**src/rtl/core/fhm_pkg.sv**
```systemverilog
`timescale 1ns / 1ps
`default_nettype none

package fhm_pkg;

  // matrix and store geometry; the store depth is a power of two
  localparam int unsigned MaxWidth   = 32;
  localparam int unsigned MaxHeight  = 32;
  localparam int unsigned StoreDepth = 1024;

  localparam int unsigned ColW  = $clog2(MaxWidth);
  localparam int unsigned RowW  = $clog2(MaxHeight);
  localparam int unsigned EffWW = $clog2(MaxWidth + 1);
  localparam int unsigned EffHW = $clog2(MaxHeight + 1);
  localparam int unsigned IdxW  = $clog2(StoreDepth);

  // fixed field widths
  localparam int unsigned CfgW  = 6;
  localparam int unsigned CoolW = 4;
  localparam int unsigned ByteW = 8;
  localparam int unsigned HeatW = 8;
  localparam int unsigned PixW  = 10;

  // width of the raster index sum, wide enough for every consumer
  localparam int unsigned PixRawW = RowW + EffWW + 1;
  localparam int unsigned PixMaxA = (PixRawW > PixW) ? PixRawW : PixW;
  localparam int unsigned PixFullW = (PixMaxA > IdxW) ? PixMaxA : IdxW;

  // configuration register indexes
  localparam int unsigned CfgIdxW = 1;
  localparam logic [CfgIdxW-1:0] CfgFrameWidth  = 1'b0;
  localparam logic [CfgIdxW-1:0] CfgFrameHeight = 1'b1;

  // fire constants
  localparam logic [HeatW-1:0] CoolFloor   = 8'd20;
  localparam logic [HeatW-1:0] CoolStep    = 8'd5;
  localparam logic [ByteW-1:0] IgniteLimit = 8'd150;
  localparam logic [HeatW-1:0] IgniteBase  = 8'd180;
  localparam logic [ByteW-1:0] IgniteMask  = 8'd75;
  localparam logic [HeatW-1:0] RampLow     = 8'd85;
  localparam logic [HeatW-1:0] RampHigh    = 8'd170;
  localparam logic [ByteW-1:0] ChanFull    = 8'hFF;

  // divide by three: (v * 683) >> 11 is exact for v up to 765
  localparam int unsigned Div3InW  = HeatW + 2;
  localparam int unsigned Div3ProdW = 2 * Div3InW;
  localparam logic [Div3InW-1:0] Div3Mul = 10'd683;
  localparam int unsigned Div3Shift = 11;

  typedef struct packed {
    logic [ByteW-1:0] red;
    logic [ByteW-1:0] green;
    logic [ByteW-1:0] blue;
  } rgb_t;

endpackage

`default_nettype wire

```
**src/rtl/core/fhm_heat_ramp.sv**
```systemverilog
`timescale 1ns / 1ps
`default_nettype none

module fhm_heat_ramp (
  input  wire logic [fhm_pkg::HeatW-1:0] heat_i,
  output fhm_pkg::rgb_t                  rgb_o
);

  logic [fhm_pkg::HeatW-1:0]   span;
  logic [fhm_pkg::HeatW+1:0]   span_x3;

  always_comb begin
    if (heat_i < fhm_pkg::RampLow) begin
      span = heat_i;
    end else if (heat_i < fhm_pkg::RampHigh) begin
      span = heat_i - fhm_pkg::RampLow;
    end else begin
      span = heat_i - fhm_pkg::RampHigh;
    end
    // 3 * span as shift and add
    span_x3 = {1'b0, span, 1'b0} + {2'b00, span};
  end

  always_comb begin
    rgb_o = '0;
    if (heat_i < fhm_pkg::RampLow) begin
      rgb_o.red = span_x3[fhm_pkg::ByteW-1:0];
    end else if (heat_i < fhm_pkg::RampHigh) begin
      rgb_o.red   = fhm_pkg::ChanFull;
      rgb_o.green = span_x3[fhm_pkg::ByteW-1:0];
    end else begin
      rgb_o.red   = fhm_pkg::ChanFull;
      rgb_o.green = fhm_pkg::ChanFull;
      rgb_o.blue  = span_x3[fhm_pkg::ByteW-1:0];
    end
  end

endmodule

`default_nettype wire

```
**config.mk**
```make
export PLATFORM = sky130hd
export DESIGN_NAME = fhm_heat_ramp
export DESIGN_NICKNAME = d
export VERILOG_FILES = /design/src/rtl/core/fhm_pkg.sv /design/src/rtl/core/fhm_heat_ramp.sv
export SDC_FILE = /design/constraint.sdc
export NUM_CORES = 1
export LEC_CHECK = 0
export ABC_AREA = 1
export BUFFER_PORTS_ARGS = -buffer_cell sky130_fd_sc_hd__buf_4
export CORE_MARGIN = 2
export CORE_UTILIZATION = 48
export DETAILED_ROUTE_END_ITERATION = 10
export PLACE_DENSITY = 0.88
export SYNTH_ARGS = -nofsm -noshare
export SYNTH_HDL_FRONTEND = slang
export SYNTH_SLANG_ARGS = --single-unit
```
**constraint.sdc**
```tcl
create_clock -name vclk -period 4.6
set_clock_uncertainty 0.1 [all_clocks]
set_input_delay 1.15 -clock vclk [all_inputs]
set_output_delay 1.15 -clock vclk [all_outputs]
set_load 0.005 [all_outputs]
```
==> results.toml, run 1 <==
[placement]
io_buffers = 32
dpl.cell_count = 236
dp_hpwl_um = 2250
place_ws_ps = -316
placed_area_sq_um = 1360
gp_congestion = 0.943

[die]
num_rows = 15
die_x_um = 46.4
start_util_pct = 50.5
io_pins = 32
die_y_um = 46.4

[logic_synthesis]
synth.area.top_cells = "nand2_1, ha_1, inv_1, xor2_1, nor2_1"
post-synth-top-area-cell = "nand2_1"
ys_warn_count = 0
ys_seq_area_share_pct = 0
syn_area_sq_um = 863
netlist.area_leader.share_pct = 17.8
synth.distinct_cells = 26
syn-num-nets = 170
syn_avg_cell_area_sq_um = 5.72
synth_cells = 151

[global_route]
track_usage_pct = 76.8
overflow = 73
grt_max_degree = 17

[sta]
worst_path_end_type = "primary output"
postGrtWorstEndpoint = "rgb_o[23]"

[run_status]
lastStage = "5_1_grt"
error_line = "[ERROR GRT-0232] Routing congestion too high. Check the congestion heatmap in the GUI."
run_status = "aborted with a tool error"
-- routing by layer --
metal / GRT usage, % / overflow
met1: 67.9 / 1
met2: 99.7 / 37
met3: 51.4 / 0
met4: 103 / 35
met5: 2.86 / 0
-- cell families after synthesis --
kind of cell	after synthesis	share of synthesized area, %
AOI/OAI and AO/OA	22	15.1
xor gates and xnor gates	8	8.12
and+or+nand+nor	80	44.1
buffers and inverters	30	15.9
adders and majority gates	11	16.8
-- synth_stat cells (2+ instances only) --
master / instances
buf_6: 3
ha_1: 10
o21ai_0: 6
nand3_1: 7
inv_2: 4
nor2_1: 16
a21oi_1: 10
nand2_1: 41
nor2_2: 2
inv_1: 21
nand3_4: 2
xor2_1: 7
nand2_2: 8
buf_2: 2
-- what timing repair did --
action | CTS
hold buffers | 0
setup endpoints to repair | 15
buffers inserted | 10
resized for setup | 20
cloned | 0
pin swaps | 19
-- metrics by stage --
stage               util (%)  hold slack, ps  TNS (ps)
global placement        79.6            2620      -733
floorplan                  -            2300         0
detailed placement      79.6            2620     -2670
CTS                     88.7            2700     -1610
==> run 2, diff against run 1 <==
--- a/config.mk
+++ b/config.mk
@@ -7,10 +7,10 @@
 export LEC_CHECK = 0
 export ABC_AREA = 1
 export BUFFER_PORTS_ARGS = -buffer_cell sky130_fd_sc_hd__buf_4
-export CORE_MARGIN = 2
-export CORE_UTILIZATION = 48
+export CORE_AREA = 2 2 63 65
 export DETAILED_ROUTE_END_ITERATION = 10
-export PLACE_DENSITY = 0.88
+export DIE_AREA = 0 0 65 67
+export PLACE_DENSITY_LB_ADDON = 0.15
 export SYNTH_ARGS = -nofsm -noshare
 export SYNTH_HDL_FRONTEND = slang
 export SYNTH_SLANG_ARGS = --single-unit
==> constraint.sdc (replaced) <==
create_clock -name vclk -period 6
set_clock_uncertainty 0.1 [all_clocks]
set_input_delay 1.5 -clock vclk [all_inputs]
set_output_delay 1.5 -clock vclk [all_outputs]
set_load 0.005 [all_outputs]
==> run 2 against run 1 <==
  * Synthesized cell count did not move
  * The run now ends clean
  * Area after synthesis did not move
==> results.toml, run 2 <==
[run_status]
run_status = "complete, no violations"

[sta]
clock.fmax_mhz = 176
holdWs_ps = 3350
maxSlewViolCount = 0
finalSetupViolCount = 0
relSlewSlack_pct = 76.5
post-route-period-util_pct = 94.8
hold_viol_final = 0
fin_crit_ps = 5690
rsz0062_at_grt = "false"
tightest_slew_ps = 349
worst_slack_ps = 315

[layout]
fin_util_pct = 33.4
areaGrowthSynthToFinish_pct = 39.7
stdcell_area_sq_um = 1210
nNetsFinal = 205
diodes = 0
final_common_cell = "nand2_1"
fillers = 414
layout_common_cells = "nand2_1, buf_4, inv_1"
layout-drive-gt1-share_pct = 35.9
seq_cells = 0
register_area_sq_um = 0
clock_buffers = 0

[die]
io_pins = 32
start_util_pct = 23.9
core_sq_um = 3610
dieArea_sq_um = 4360
num_rows = 22
die_x_um = 65
die_y_um = 67

[setup_path]
cp.arrival_ps = 4090
cpMaxStageDelayCell = "fa_2"
required_ps = 4400
start_kind = "input pin"
cp_max_fo = 6
critPathBufInv = 8
crit_top_cell = "nand2_1"
path_class = "in2out"
cpLargestDelayFamily = "simple AND/OR/NAND/NOR gates"
cp-end-kind = "primary output"
slowest_delay_ps = 360

[logic_synthesis]
synth.distinct_cells = 26
netlist.area_leader.share_pct = 17.8
ys_seq_area_share_pct = 0
syn_area_sq_um = 863
ys_warn_count = 0
syn_avg_cell_area_sq_um = 5.72
synth_common_cells = "nand2_1, inv_1, nor2_1, a21oi_1, ha_1"
synth_cells = 151
syn-num-nets = 170
synth.area.top_cells = "nand2_1, ha_1, inv_1, xor2_1, nor2_1"
post-synth-top-area-cell = "nand2_1"
yosysMostFrequentCell = "nand2_1"

[global_route]
grt_max_degree = 18
track_usage_pct = 10.3
antenna_found_initial = 0
grt_pass1_vias = 842
grt_pass1_wl_um = 3730
overflow = 0

[routing]
ant_nets = 0
route.detailed.drc = 0
wire_per_inst_um = 9.73
vias = 999
drt_first_pass_iters = 4
drtIter0Drc = 14
via_per_inst = 4.31
wirelength_um = 2260

[min_path]
hold_depth = 5
whs_endpoint = "rgb_o[16]"
min-delay-path-class = "in2out"
worstHoldStart = "heat_i[0]"

[placement]
io_buffers = 32
dp_hpwl_um = 1920
place_ws_ps = -72.9
gp_congestion = 0.813
placed_area_sq_um = 1130

[power_and_ir_drop]
p_per_area_nw_per_um2 = 179
peakVddDrop_uv = 37.0
leakage_nw = 0.671

[clock_tree]
cts_hold_buf = 0

[job]
cap_violations = 0
[run 2: cell counts after synthesis]
No cell type changed its count.
[run 2: area by class of cell]
type               instances  area, sq um  area share (%)
repair buffers            38          285            23.7
inverters                 25         93.8            7.78
multi-input cells        121          767            63.6
well taps                 48         60.1            4.98
[run 2: power breakdown]
part | leakage [nW] | internal (W) | switching [W]
Sequential | 0 | 0 | 0
Clock | 0 | 0 | 0
Combinational | 0.671 | 0.000104 | 0.000112
Total | 0.671 | 0.000104 | 0.000112
[run 2: stage by stage]
step,TNS (ps),cells,power (W)
after floorplan,0,151,0.000124
after global placement,-126,228,0.000200
after detailed placement,-180,228,0.000203
after CTS,0,228,0.000204
after global routing,0,232,0.000245
final,0,232,0.000216
[run 2: metal layers]
metal / part of all wire, % / global-route usage, % / vias up
li1: - / - / 540
met1: 50 / 14.2 / 430
met2: 44 / 18.9 / 29
met3: 5.4 / 0.169 / 0
met4: 0 / 0 / 0
met5: 0 / 0 / -
[run 2: how the worst max path moves through the flow]
stage | startpoint | to | slack (ps) | depth (start not counted)
finish | heat_i[1] | rgb_o[23] | 310 | 25
global route | heat_i[1] | rgb_o[23] | 40 | 25
CTS | heat_i[1] | rgb_o[23] | 9 | 25
detailed placement | heat_i[1] | rgb_o[23] | -70 | 25
global placement | heat_i[1] | rgb_o[23] | -50 | 25
floorplan | heat_i[1] | rgb_o[7] | 610 | 22
[run 2: cells by family (layout without fill, tap and decap cells)]
| logic type | count (synthesis) | in the layout | synth area share (%) |
|---|---|---|---|
| compound gates | 22 | 22 | 15.1 |
| fa+ha+maj | 11 | 11 | 16.8 |
| xor+xnor | 8 | 8 | 8.12 |
| buf+inv | 30 | 63 | 15.9 |
| simple gates | 80 | 80 | 44.1 |
[run 2: what timing repair did]
action	in CTS	in global routing
endpoints found under the setup margin	3	9
gates resized for setup	1	12
buffers inserted	0	4
pin swaps	0	5
Note: power is estimated with default switching activity, not from simulation.
